<file path="src/rtl/rate_limited_packet_fifo_macros.svh">
// Assertion macros of the rate-limited packet FIFO, used by rlpf_back.
// Each macro expects clk_i and rst_ni to be visible where it is used.
`ifndef RATE_LIMITED_PACKET_FIFO_MACROS_SVH
`define RATE_LIMITED_PACKET_FIFO_MACROS_SVH

// A condition that must hold at every clock edge outside reset.
`define RLPF_ASSERT_HOLDS(lbl, cond, msg) \
  lbl: assert property (@(posedge clk_i) disable iff (!rst_ni) (cond)) else $error(msg);

// A consequence that must hold in the same cycle as its cause.
`define RLPF_ASSERT_IMP(lbl, ante, cons, msg) \
  lbl: assert property (@(posedge clk_i) disable iff (!rst_ni) (ante) |-> (cons)) \
    else $error(msg);

// A consequence that must hold in the cycle after its cause.
`define RLPF_ASSERT_NEXT(lbl, ante, cons, msg) \
  lbl: assert property (@(posedge clk_i) disable iff (!rst_ni) (ante) |=> (cons)) \
    else $error(msg);

`endif

</file>
<file path="src/rtl/rlpf_pkg.sv">
// Package of the rate-limited packet FIFO: codes, fixed widths, reset values
// and the configuration structure. No dependencies.
`timescale 1ns / 1ps

package rlpf_pkg;

  // Fixed widths of the configuration registers and the running totals.
  localparam int RATE_W     = 24;
  localparam int PCAP_W     = 7;
  localparam int DCAP_W     = 23;
  localparam int BITS_W     = 23;
  localparam int ELAPSED_W  = 32;
  localparam int FRAC_W     = 8;
  localparam int ACTION_W   = 2;
  localparam int STATUS_W   = 3;
  localparam int CFG_IDX_W  = 2;
  localparam int CFG_DATA_W = 24;

  // Register indexes on the configuration port.
  localparam logic [CFG_IDX_W-1:0] CFG_IDX_RATE = 2'd0;
  localparam logic [CFG_IDX_W-1:0] CFG_IDX_PCAP = 2'd1;
  localparam logic [CFG_IDX_W-1:0] CFG_IDX_DCAP = 2'd2;

  // Reset values of the configuration registers.
  localparam logic [RATE_W-1:0] RATE_RESET = 24'd256;
  localparam logic [PCAP_W-1:0] PCAP_RESET = 7'd64;
  localparam logic [DCAP_W-1:0] DCAP_RESET = 23'd8388607;

  // Action codes as they arrive on the input word.
  localparam logic [ACTION_W-1:0] ACT_TICK  = 2'd0;
  localparam logic [ACTION_W-1:0] ACT_PUSH  = 2'd1;
  localparam logic [ACTION_W-1:0] ACT_PULL  = 2'd2;
  localparam logic [ACTION_W-1:0] ACT_FLUSH = 2'd3;

  // Decoded command carried from the front end to the execution side.
  typedef enum logic [1:0] {
    CMD_TICK,
    CMD_PUSH,
    CMD_PULL,
    CMD_FLUSH
  } cmd_e;

  typedef enum logic [STATUS_W-1:0] {
    ST_TICK      = 3'd0,
    ST_PUSHED    = 3'd1,
    ST_REFUSED   = 3'd2,
    ST_PULLED    = 3'd3,
    ST_EMPTY     = 3'd4,
    ST_TOO_EARLY = 3'd5,
    ST_FLUSHED   = 3'd6
  } status_e;

  typedef struct packed {
    logic [RATE_W-1:0] rate;
    logic [PCAP_W-1:0] pcap;
    logic [DCAP_W-1:0] dcap;
  } cfg_t;

endpackage

</file>
<file path="src/rtl/rlpf_front.sv">
// Front end of the rate-limited packet FIFO: accepts input words, decodes the
// action and holds the decoded commands in a two-entry queue. Uses rlpf_pkg.
`timescale 1ns / 1ps

module rlpf_front #(
  parameter int LENGTH_BITS = 17,
  parameter int HANDLE_BITS = 16
) (
  input  logic                          clk_i,
  input  logic                          rst_ni,
  input  logic                          in_valid_i,
  output logic                          in_ready_o,
  input  logic [rlpf_pkg::ACTION_W-1:0] action_i,
  input  logic [LENGTH_BITS-1:0]        packet_length_i,
  input  logic [HANDLE_BITS-1:0]        packet_handle_i,
  output logic                          cmd_valid_o,
  input  logic                          cmd_ready_i,
  output rlpf_pkg::cmd_e                cmd_o,
  output logic [LENGTH_BITS-1:0]        cmd_length_o,
  output logic [HANDLE_BITS-1:0]        cmd_handle_o
);
  import rlpf_pkg::*;

  localparam logic [1:0] FQ_DEPTH = 2'd2;

  cmd_e                   ent_cmd_q    [2];
  logic [LENGTH_BITS-1:0] ent_length_q [2];
  logic [HANDLE_BITS-1:0] ent_handle_q [2];
  logic                   wr_ptr_q, wr_ptr_d;
  logic                   rd_ptr_q, rd_ptr_d;
  logic [1:0]             count_q, count_d;
  cmd_e                   decoded;
  logic                   push, pop;

  always_comb begin
    unique case (action_i)
      ACT_TICK:  decoded = CMD_TICK;
      ACT_PUSH:  decoded = CMD_PUSH;
      ACT_PULL:  decoded = CMD_PULL;
      ACT_FLUSH: decoded = CMD_FLUSH;
      default:   decoded = CMD_TICK;
    endcase
  end

  assign in_ready_o  = (count_q != FQ_DEPTH);
  assign push        = in_valid_i && in_ready_o;
  assign cmd_valid_o = (count_q != 2'd0);
  assign pop         = cmd_valid_o && cmd_ready_i;

  assign cmd_o        = ent_cmd_q[rd_ptr_q];
  assign cmd_length_o = ent_length_q[rd_ptr_q];
  assign cmd_handle_o = ent_handle_q[rd_ptr_q];

  always_comb begin
    wr_ptr_d = push ? ~wr_ptr_q : wr_ptr_q;
    rd_ptr_d = pop ? ~rd_ptr_q : rd_ptr_q;
    count_d  = count_q + {1'b0, push} - {1'b0, pop};
  end

  always_ff @(posedge clk_i or negedge rst_ni) begin
    if (!rst_ni) begin
      wr_ptr_q <= 1'b0;
      rd_ptr_q <= 1'b0;
      count_q  <= 2'd0;
    end else begin
      wr_ptr_q <= wr_ptr_d;
      rd_ptr_q <= rd_ptr_d;
      count_q  <= count_d;
    end
  end

  always_ff @(posedge clk_i) begin
    if (push) begin
      ent_cmd_q[wr_ptr_q]    <= decoded;
      ent_length_q[wr_ptr_q] <= packet_length_i;
      ent_handle_q[wr_ptr_q] <= packet_handle_i;
    end
  end

endmodule

</file>
<file path="src/rtl/rlpf_back.sv">
// Execution side of the rate-limited packet FIFO: descriptor memory, queue
// pointers and totals, departure test and the result register. Uses rlpf_pkg.
`timescale 1ns / 1ps
`include "rate_limited_packet_fifo_macros.svh"

module rlpf_back #(
  parameter int QUEUE_DEPTH = 64,
  parameter int LENGTH_BITS = 17,
  parameter int HANDLE_BITS = 16,
  localparam int CNT_W      = $clog2(QUEUE_DEPTH + 1)
) (
  input  logic                          clk_i,
  input  logic                          rst_ni,
  input  rlpf_pkg::cfg_t                cfg_i,
  input  logic                          cfg_we_i,
  input  logic                          cmd_valid_i,
  output logic                          cmd_ready_o,
  input  rlpf_pkg::cmd_e                cmd_i,
  input  logic [LENGTH_BITS-1:0]        cmd_length_i,
  input  logic [HANDLE_BITS-1:0]        cmd_handle_i,
  output logic                          out_valid_o,
  input  logic                          out_ready_i,
  output rlpf_pkg::status_e             status_o,
  output logic [HANDLE_BITS-1:0]        out_handle_o,
  output logic [LENGTH_BITS-1:0]        out_length_o,
  output logic [CNT_W-1:0]              queued_packets_o,
  output logic [rlpf_pkg::BITS_W-1:0]   queued_bits_o
);
  import rlpf_pkg::*;

  localparam int IDX_W   = $clog2(QUEUE_DEPTH);
  localparam int CMP_W   = (CNT_W > PCAP_W) ? CNT_W : PCAP_W;
  localparam int SUM_W   = ((BITS_W > LENGTH_BITS) ? BITS_W : LENGTH_BITS) + 1;
  localparam int ALLOW_W = ELAPSED_W + RATE_W;

  typedef struct packed {
    logic [HANDLE_BITS-1:0] handle;
    logic [LENGTH_BITS-1:0] length;
  } slot_t;

  slot_t                  mem_q [QUEUE_DEPTH];
  slot_t                  head_rd_q;
  logic [ALLOW_W-1:0]     allow_q;

  logic [IDX_W-1:0]       head_q, head_d;
  logic [IDX_W-1:0]       tail_q, tail_d;
  logic [CNT_W-1:0]       held_count_q, held_count_d;
  logic [BITS_W-1:0]      held_bits_q, held_bits_d;
  logic [ELAPSED_W-1:0]   elapsed_q, elapsed_d;
  logic                   stale_q;

  logic                   out_valid_q, out_valid_d;
  status_e                status_q, status_d;
  logic [HANDLE_BITS-1:0] out_handle_q, out_handle_d;
  logic [LENGTH_BITS-1:0] out_length_q, out_length_d;

  logic                   exec;
  logic                   room_count, room_bits, too_early, pull_ok;
  logic                   mem_we;
  logic [ALLOW_W-1:0]     need;
  logic [IDX_W-1:0]       head_next, tail_next;

  // The product and the head read are both registered from the state, so a
  // command executes only when neither an execution nor a configuration
  // write happened in the previous cycle.
  assign exec        = cmd_valid_i && !stale_q && (!out_valid_q || out_ready_i);
  assign cmd_ready_o = exec;

  assign head_next = (head_q == IDX_W'(QUEUE_DEPTH - 1)) ? '0 : head_q + 1'b1;
  assign tail_next = (tail_q == IDX_W'(QUEUE_DEPTH - 1)) ? '0 : tail_q + 1'b1;

  assign room_count = (CMP_W'(held_count_q) < CMP_W'(cfg_i.pcap)) &&
                      (held_count_q < CNT_W'(QUEUE_DEPTH));
  assign room_bits  = (held_bits_q <= cfg_i.dcap) &&
                      (SUM_W'(cfg_i.dcap - held_bits_q) >= SUM_W'(cmd_length_i));

  assign need      = ALLOW_W'({head_rd_q.length, {FRAC_W{1'b0}}});
  assign too_early = (need > allow_q);
  assign pull_ok   = (cmd_i == CMD_PULL) && (held_count_q != '0) && !too_early;
  assign mem_we    = exec && (cmd_i == CMD_PUSH) && room_count && room_bits;

  always_comb begin
    head_d       = head_q;
    tail_d       = tail_q;
    held_count_d = held_count_q;
    held_bits_d  = held_bits_q;
    elapsed_d    = elapsed_q;
    status_d     = status_q;
    out_handle_d = out_handle_q;
    out_length_d = out_length_q;
    if (exec) begin
      out_handle_d = '0;
      out_length_d = '0;
      unique case (cmd_i)
        CMD_TICK: begin
          status_d = ST_TICK;
          if (elapsed_q != '1) begin
            elapsed_d = elapsed_q + 1'b1;
          end
        end
        CMD_PUSH: begin
          if (room_count && room_bits) begin
            status_d     = ST_PUSHED;
            tail_d       = tail_next;
            held_count_d = held_count_q + 1'b1;
            held_bits_d  = BITS_W'(SUM_W'(held_bits_q) + SUM_W'(cmd_length_i));
          end else begin
            status_d = ST_REFUSED;
          end
        end
        CMD_PULL: begin
          if (held_count_q == '0) begin
            status_d = ST_EMPTY;
          end else if (too_early) begin
            status_d = ST_TOO_EARLY;
          end else begin
            status_d     = ST_PULLED;
            out_handle_d = head_rd_q.handle;
            out_length_d = head_rd_q.length;
            head_d       = head_next;
            held_count_d = held_count_q - 1'b1;
            held_bits_d  = (SUM_W'(held_bits_q) >= SUM_W'(head_rd_q.length)) ?
                           BITS_W'(SUM_W'(held_bits_q) - SUM_W'(head_rd_q.length)) : '0;
            elapsed_d    = '0;
          end
        end
        CMD_FLUSH: begin
          status_d     = ST_FLUSHED;
          head_d       = '0;
          tail_d       = '0;
          held_count_d = '0;
          held_bits_d  = '0;
        end
        default: begin
          status_d = ST_TICK;
        end
      endcase
    end
  end

  always_comb begin
    if (exec) begin
      out_valid_d = 1'b1;
    end else if (out_ready_i) begin
      out_valid_d = 1'b0;
    end else begin
      out_valid_d = out_valid_q;
    end
  end

  always_ff @(posedge clk_i or negedge rst_ni) begin
    if (!rst_ni) begin
      head_q       <= '0;
      tail_q       <= '0;
      held_count_q <= '0;
      held_bits_q  <= '0;
      elapsed_q    <= '0;
      stale_q      <= 1'b1;
      out_valid_q  <= 1'b0;
    end else begin
      head_q       <= head_d;
      tail_q       <= tail_d;
      held_count_q <= held_count_d;
      held_bits_q  <= held_bits_d;
      elapsed_q    <= elapsed_d;
      stale_q      <= exec || cfg_we_i;
      out_valid_q  <= out_valid_d;
    end
  end

  always_ff @(posedge clk_i) begin
    status_q     <= status_d;
    out_handle_q <= out_handle_d;
    out_length_q <= out_length_d;
    allow_q      <= ALLOW_W'(elapsed_q) * ALLOW_W'(cfg_i.rate);
  end

  // Descriptor memory: one write port at the tail, one registered read at the head.
  always_ff @(posedge clk_i) begin
    if (mem_we) begin
      mem_q[tail_q] <= '{handle: cmd_handle_i, length: cmd_length_i};
    end
    head_rd_q <= mem_q[head_q];
  end

  assign out_valid_o      = out_valid_q;
  assign status_o         = status_q;
  assign out_handle_o     = out_handle_q;
  assign out_length_o     = out_length_q;
  assign queued_packets_o = held_count_q;
  assign queued_bits_o    = held_bits_q;

  `RLPF_ASSERT_HOLDS(a_count_in_depth, held_count_q <= CNT_W'(QUEUE_DEPTH), "count above depth")
  `RLPF_ASSERT_IMP(a_empty_no_bits, held_count_q == '0, held_bits_q == '0, "bits left in empty queue")
  `RLPF_ASSERT_NEXT(a_exec_spaced, exec, !exec, "commands executed in consecutive cycles")
  `RLPF_ASSERT_NEXT(a_pull_restarts, exec && pull_ok, elapsed_q == '0, "elapsed not restarted")

endmodule

</file>
<file path="src/rtl/rate_limited_packet_fifo.sv">
// Top level of the rate-limited packet FIFO: configuration registers, front
// end and execution side. Depends on rlpf_pkg, rlpf_front and rlpf_back.
//
//   channel   direction   handshake                  word
//   input     in          in_valid_i / in_ready_o    action, packet length, packet handle
//   output    out         out_valid_o / out_ready_i  status, handle, length, totals
//   config    in          cfg_we_i (no wait)         register index, write data
//
// Each word executes in the execution side, after which the registered
// elapsed-times-rate product and the registered head read of the descriptor
// memory catch up with the new state before the next word executes. A word's
// result appears on the output in the cycle after it leaves the two-entry front
// queue. A configuration write likewise holds off the next execution for the
// same reason. Reset clears the queue, totals and elapsed counter at once; the
// descriptor memory needs no clearing. A stalled output blocks execution,
// while the front queue keeps taking up to two more words.
`timescale 1ns / 1ps

module rate_limited_packet_fifo #(
  parameter int QUEUE_DEPTH = 64,
  parameter int LENGTH_BITS = 17,
  parameter int HANDLE_BITS = 16,
  localparam int CNT_W      = $clog2(QUEUE_DEPTH + 1)
) (
  input  logic                            clk_i,
  input  logic                            rst_ni,
  input  logic                            cfg_we_i,
  input  logic [rlpf_pkg::CFG_IDX_W-1:0]  cfg_index_i,
  input  logic [rlpf_pkg::CFG_DATA_W-1:0] cfg_wdata_i,
  input  logic                            in_valid_i,
  output logic                            in_ready_o,
  input  logic [rlpf_pkg::ACTION_W-1:0]   action_i,
  input  logic [LENGTH_BITS-1:0]          packet_length_i,
  input  logic [HANDLE_BITS-1:0]          packet_handle_i,
  output logic                            out_valid_o,
  input  logic                            out_ready_i,
  output logic [rlpf_pkg::STATUS_W-1:0]   status_o,
  output logic [HANDLE_BITS-1:0]          out_handle_o,
  output logic [LENGTH_BITS-1:0]          out_length_o,
  output logic [CNT_W-1:0]                queued_packets_o,
  output logic [rlpf_pkg::BITS_W-1:0]     queued_bits_o
);
  import rlpf_pkg::*;

  cfg_t                   cfg_q, cfg_d;
  logic                   cmd_valid, cmd_ready;
  cmd_e                   cmd;
  logic [LENGTH_BITS-1:0] cmd_length;
  logic [HANDLE_BITS-1:0] cmd_handle;
  status_e                status;

  // Configuration registers. Writes to an index beyond the list are dropped.
  always_comb begin
    cfg_d = cfg_q;
    if (cfg_we_i) begin
      unique case (cfg_index_i)
        CFG_IDX_RATE: cfg_d.rate = cfg_wdata_i[RATE_W-1:0];
        CFG_IDX_PCAP: cfg_d.pcap = cfg_wdata_i[PCAP_W-1:0];
        CFG_IDX_DCAP: cfg_d.dcap = cfg_wdata_i[DCAP_W-1:0];
        default:      cfg_d = cfg_q;
      endcase
    end
  end

  always_ff @(posedge clk_i or negedge rst_ni) begin
    if (!rst_ni) begin
      cfg_q <= '{rate: RATE_RESET, pcap: PCAP_RESET, dcap: DCAP_RESET};
    end else begin
      cfg_q <= cfg_d;
    end
  end

  // The front end decodes the action and buffers commands so that input
  // words keep flowing while the execution side waits on the output.
  rlpf_front #(
    .LENGTH_BITS (LENGTH_BITS),
    .HANDLE_BITS (HANDLE_BITS)
  ) u_front (
    .clk_i           (clk_i),
    .rst_ni          (rst_ni),
    .in_valid_i      (in_valid_i),
    .in_ready_o      (in_ready_o),
    .action_i        (action_i),
    .packet_length_i (packet_length_i),
    .packet_handle_i (packet_handle_i),
    .cmd_valid_o     (cmd_valid),
    .cmd_ready_i     (cmd_ready),
    .cmd_o           (cmd),
    .cmd_length_o    (cmd_length),
    .cmd_handle_o    (cmd_handle)
  );

  // The execution side owns the descriptor memory, the departure test and
  // the result register.
  rlpf_back #(
    .QUEUE_DEPTH (QUEUE_DEPTH),
    .LENGTH_BITS (LENGTH_BITS),
    .HANDLE_BITS (HANDLE_BITS)
  ) u_back (
    .clk_i            (clk_i),
    .rst_ni           (rst_ni),
    .cfg_i            (cfg_q),
    .cfg_we_i         (cfg_we_i),
    .cmd_valid_i      (cmd_valid),
    .cmd_ready_o      (cmd_ready),
    .cmd_i            (cmd),
    .cmd_length_i     (cmd_length),
    .cmd_handle_i     (cmd_handle),
    .out_valid_o      (out_valid_o),
    .out_ready_i      (out_ready_i),
    .status_o         (status),
    .out_handle_o     (out_handle_o),
    .out_length_o     (out_length_o),
    .queued_packets_o (queued_packets_o),
    .queued_bits_o    (queued_bits_o)
  );

  assign status_o = status;

endmodule

</file>
<file path="config.mk">
export PLATFORM = sky130hd
export DESIGN_NAME = rate_limited_packet_fifo
export DESIGN_NICKNAME = d
export VERILOG_FILES = /design/src/rtl/rlpf_pkg.sv /design/src/rtl/rlpf_front.sv /design/src/rtl/rlpf_back.sv /design/src/rtl/rate_limited_packet_fifo.sv
export VERILOG_INCLUDE_DIRS = /design/src /design/src/rtl
export SDC_FILE = /design/constraint.sdc
export NUM_CORES = 2
export LEC_CHECK = 0
export BUFFER_PORTS_ARGS = -buffer_cell sky130_fd_sc_hd__buf_2
export CORE_MARGIN = 1
export CORE_UTILIZATION = 45
export CTS_BUF_LIST = sky130_fd_sc_hd__clkbuf_2 sky130_fd_sc_hd__clkbuf_4 sky130_fd_sc_hd__clkbuf_8
export DETAILED_ROUTE_END_ITERATION = 12
export REMOVE_ABC_BUFFERS = 1
export SETUP_SLACK_MARGIN = 0.3
export SYNTH_ARGS = -nofsm -noshare
export SYNTH_HDL_FRONTEND = slang
export SYNTH_SLANG_ARGS = --single-unit
</file>
<file path="constraint.sdc">
create_clock -name clk_i -period 7.4 [get_ports clk_i]
set_input_delay 0.37 -clock clk_i [delete_from_list [all_inputs] [get_ports clk_i]]
set_output_delay 0.37 -clock clk_i [all_outputs]
set_load 0.05 [all_outputs]
</file>
==> impl_metrics.toml <==
[run_status]
status = "finished clean"

[layout]
seq_area_um2 = 71800
final_cell_count_no_fill = 12449
area_delta_synth_final_pct = 13.1
fill_cells = 22264
layout-drive-gt1-share = 0.215
multi_input_area_um2 = 46200
nets = 9613

[floorplanning]
io_pins = 134
start_util = 0.453
core_um2 = 269000
rows = 190
dieArea_um2 = 273000
die_x_um = 522
die_h_um = 522

[drt]
wl_met3_um = 18600
postRouteWirelength_um = 325000
avgViaCountPerCell = 5.65
dr.pass1.iters = 8
initialDrtViolationCount = 5610
met2_length_um = 156000
drc = 0
ant_nets = 0
drt-met1-wl_um = 137000
top_layer_used = "met4"
num_vias = 70294
wire_per_inst_um = 26.1

[pwr]
switching_share = 0.350
p_sw_mw = 15.4
p_per_area_nw_per_um2 = 320
power.internal_mw = 28.6
seq_power_share = 0.405
p_leak_nw = 50.9
pwr-share-clk = 0.261
ir_drop_mv = 0.314
pwr-share-comb = 0.335

[timing]
clock_skew_ns = 0.0989
setup_viol = 0
rsz0062_at_grt = "true"
relSlewSlack = 0.160
fmaxAchievable_ghz = 0.143
timing.final.crit_share = 0.946
hold_slack_ns = 0.0419
report.final.slew_viol_count = 0
finalHoldViolations = 0
worst_slew_pin_slew_ns = 1.26
finalWorstSetupSlack_ns = 0.403
setup_tns_ns = 0
period_minus_slack_ns = 7.00

[critical_path]
cp-end-kind = "register"
worstPathArrival_ns = 7.89
cpMaxStageDelayCell = "dfstp_2"
r2r-start = "cfg_q[38]"
path_buf_inv = 9
critPathTopFamily = "adder cells"
start_kind = "register"
cp_common_cell = "fa_1"
startpoint = "cfg_q[38]"
cp.required_ns = 8.30
critical_path.max_stage_delay_ns = 0.56
crit_type = "reg2reg"
crit_fanout = 6

[place]
hpwl_um = 207000
place.gp.congestion = 0.873
post-place-ws_ns = 0.0311
dp.cells = 11652
port_buffers = 133

[global_routing]
grt_antenna_before_repair = 8
gr-total-overflow = 0
grt_pass1_vias = 72676
grt_usage = 0.238
grt_pass1_wl_um = 480000
grt_max_degree = 120

[clocking]
cts_buffers = 389
cts_tree = "done"
cts_root_buf = "clkbuf_8"
insertion_delay_ns = 1.01
cts.sinks = 2441
cts_max_path_buffers = 4
cts_max_level = 5
clkTransAtPathRegs_ns = 0.06

[logic_synthesis]
synth_seq_area_share = 0.589
syn_area_per_cell_um2 = 15.0
synth-edff-count = 2218
ys_types = 100
syn_inst = 8100
async_flop_share = 0.0549
ys.warnings.count = 0
synthFlopType = "edfxtp_1"
syn_area_um2 = 122000
synth_seq_cells = 2441

[job]
cap_violations = 0

[min_path]
hp-class = "in2async"
-- sequential cells by signal, indices dropped and copies added, names as in the netlist, 2 cells and up --
register,flops
u_back.head_q,6
u_back.mem_q,2112
u_back.status_o,3
u_front.ent_handle_q,32
u_back.allow_q,56
u_back.queued_bits_o,23
u_back.queued_packets_o,7
u_back.tail_q,6
u_front.ent_length_q,34
u_back.elapsed_q,32
u_front.count_q,2
u_front.ent_cmd_q,4
cfg_q,54
u_back.out_length_o,17
u_back.head_rd_q,33
u_back.out_handle_o,16
-- worst register-to-register path, delay by kind of cell, from the launching register on --
family                     cells  cell delay [ns]
AOI/OAI and AO/OA              4             0.59
xor gates and xnor gates       1             0.17
adders and majority gates      8             3.81
buffers and inverters          9             0.89
DFF                            1             0.56
and+or+nand+nor                6             0.95
-- routing by layer --
metal  vias to the layer above  track usage
met2                      2363        0.390
li1                      30460            -
met1                     36916        0.326
met3                       555       0.0328
met5                         -            0
met4                         0       0.0844
-- final timing paths --
kind / cells after the start / slack (ns) / endpoint
worst max register to register: 28 / 0.40 / u_back.allow_q[52]
worst max-delay path: 28 / 0.40 / u_back.allow_q[52]
min in group clk_i: 3 / 0.09 / cfg_q[29]
worst min-delay path: 2 / 0.04 / u_back.out_valid_o
worst min register to register: 1 / 0.50 / u_back.out_handle_o[12]
max in group asynchronous: 3 / 5.82 / u_back.elapsed_q[26]
-- cells in the mapped netlist (all sizes together), types with 15 or more instances --
cell / number / share of area
nor2: 178 / 0.0055
a211oi: 23 / 0.0015
mux2i: 352 / 0.029
nor3: 43 / 0.0018
nand2: 590 / 0.018
xnor2: 70 / 0.0050
inv: 828 / 0.026
o22ai: 124 / 0.0064
clkbuf: 320 / 0.0099
dfxtp: 89 / 0.015
dfrtp: 108 / 0.022
fa: 662 / 0.11
o21a: 18 / 0.0011
mux2: 195 / 0.018
xor2: 61 / 0.0044
nor4: 24 / 0.0013
a21oi: 337 / 0.014
a21o: 63 / 0.0039
nand3: 40 / 0.0016
and2: 420 / 0.022
buf: 109 / 0.0040
dfstp: 26 / 0.0056
o221ai: 111 / 0.0080
nand4: 38 / 0.0023
a31oi: 15 / 0.00082
edfxtp: 2218 / 0.55
o21bai: 18 / 0.0011
ha: 289 / 0.030
o21ai: 184 / 0.0076
and3: 22 / 0.0012
nor2b: 15 / 0.00077
mux4: 366 / 0.068
-- layout make-up --
class	instances	share of cell area
Clock inverter	136	0.00666
Tap cell	3552	0.0322
Inverter	830	0.0226
Antenna cell	4	0.0000726
Timing Repair Buffer	534	0.0335
Sequential cell	2441	0.521
Multi-Input combinational cell	4400	0.335
Clock buffer	552	0.0489
-- placed cells by master, fill, tap and decap left out, types with 40 or more instances in the layout --
master / Yosys / final
clkbuf_4: 0 / 138
buf_12: 0 / 55
a21oi_1: 336 / 321
buf_2: 52 / 135
o21ai_0: 181 / 173
xor2_1: 61 / 61
fa_1: 662 / 647
a21o_1: 63 / 63
edfxtp_1: 2218 / 2218
mux2i_1: 352 / 351
dfrtp_1: 108 / 69
xnor2_1: 70 / 70
nor2_1: 177 / 108
nor2_4: 0 / 65
o221ai_1: 111 / 110
inv_1: 828 / 805
nand2_1: 589 / 587
and2_1: 419 / 416
clkinv_1: 2 / 77
nand3_1: 40 / 40
dlygate4sd3_1: 0 / 63
mux2_2: 185 / 185
clkbuf_8: 0 / 415
buf_4: 2 / 257
ha_1: 289 / 279
dfxtp_1: 89 / 89
o22ai_1: 124 / 124
mux4_2: 366 / 366
nor3_1: 41 / 40
-- metrics by stage --
step	total power, mW	area (um2)	util
3_3_place_gp	32.5	129000	0.479
4_1_cts	44.3	137000	0.510
3_5_place_dp	32.7	129000	0.479
2_1_floorplan	28.2	120000	-
6_report	44.1	138000	0.513
5_1_grt	46.0	138000	0.513
-- power by group through the flow --
stage / sequential [mW] / combinational, mW / clock (mW)
6_report: 17.8 / 14.7 / 11.5
5_1_grt: 17.9 / 15.9 / 12.3
4_1_cts: 17.8 / 14.7 / 11.7
3_5_place_dp: 18.1 / 14.6 / 0
3_3_place_gp: 18.1 / 14.4 / 0
2_1_floorplan: 18.9 / 9.36 / 0
-- cell families (layout without fill, tap and decap cells) --
logic type,count (synthesis),after routing,synth area share
AO/OA/AOI/OAI,983,983,0.0511
XOR/XNOR,131,131,0.00942
adder cells (fa/ha/maj),951,951,0.138
buffers and inverters,1259,2052,0.0394
flip-flops,2441,2441,0.589
multiplexers,913,913,0.115
other,0,4,0
AND/OR/NAND/NOR,1422,1422,0.0574
-- timing repair --
item | CTS | global route
setup buffers | 2 | 37
gates cloned | 0 | 3
pin swaps | 2 | 46
setup endpoints to repair | 11 | 18
hold endpoints to repair | 213 | 0
resized for setup | 38 | 110
hold buffers | 63 | 0
(Power assumes the default switching activity.)
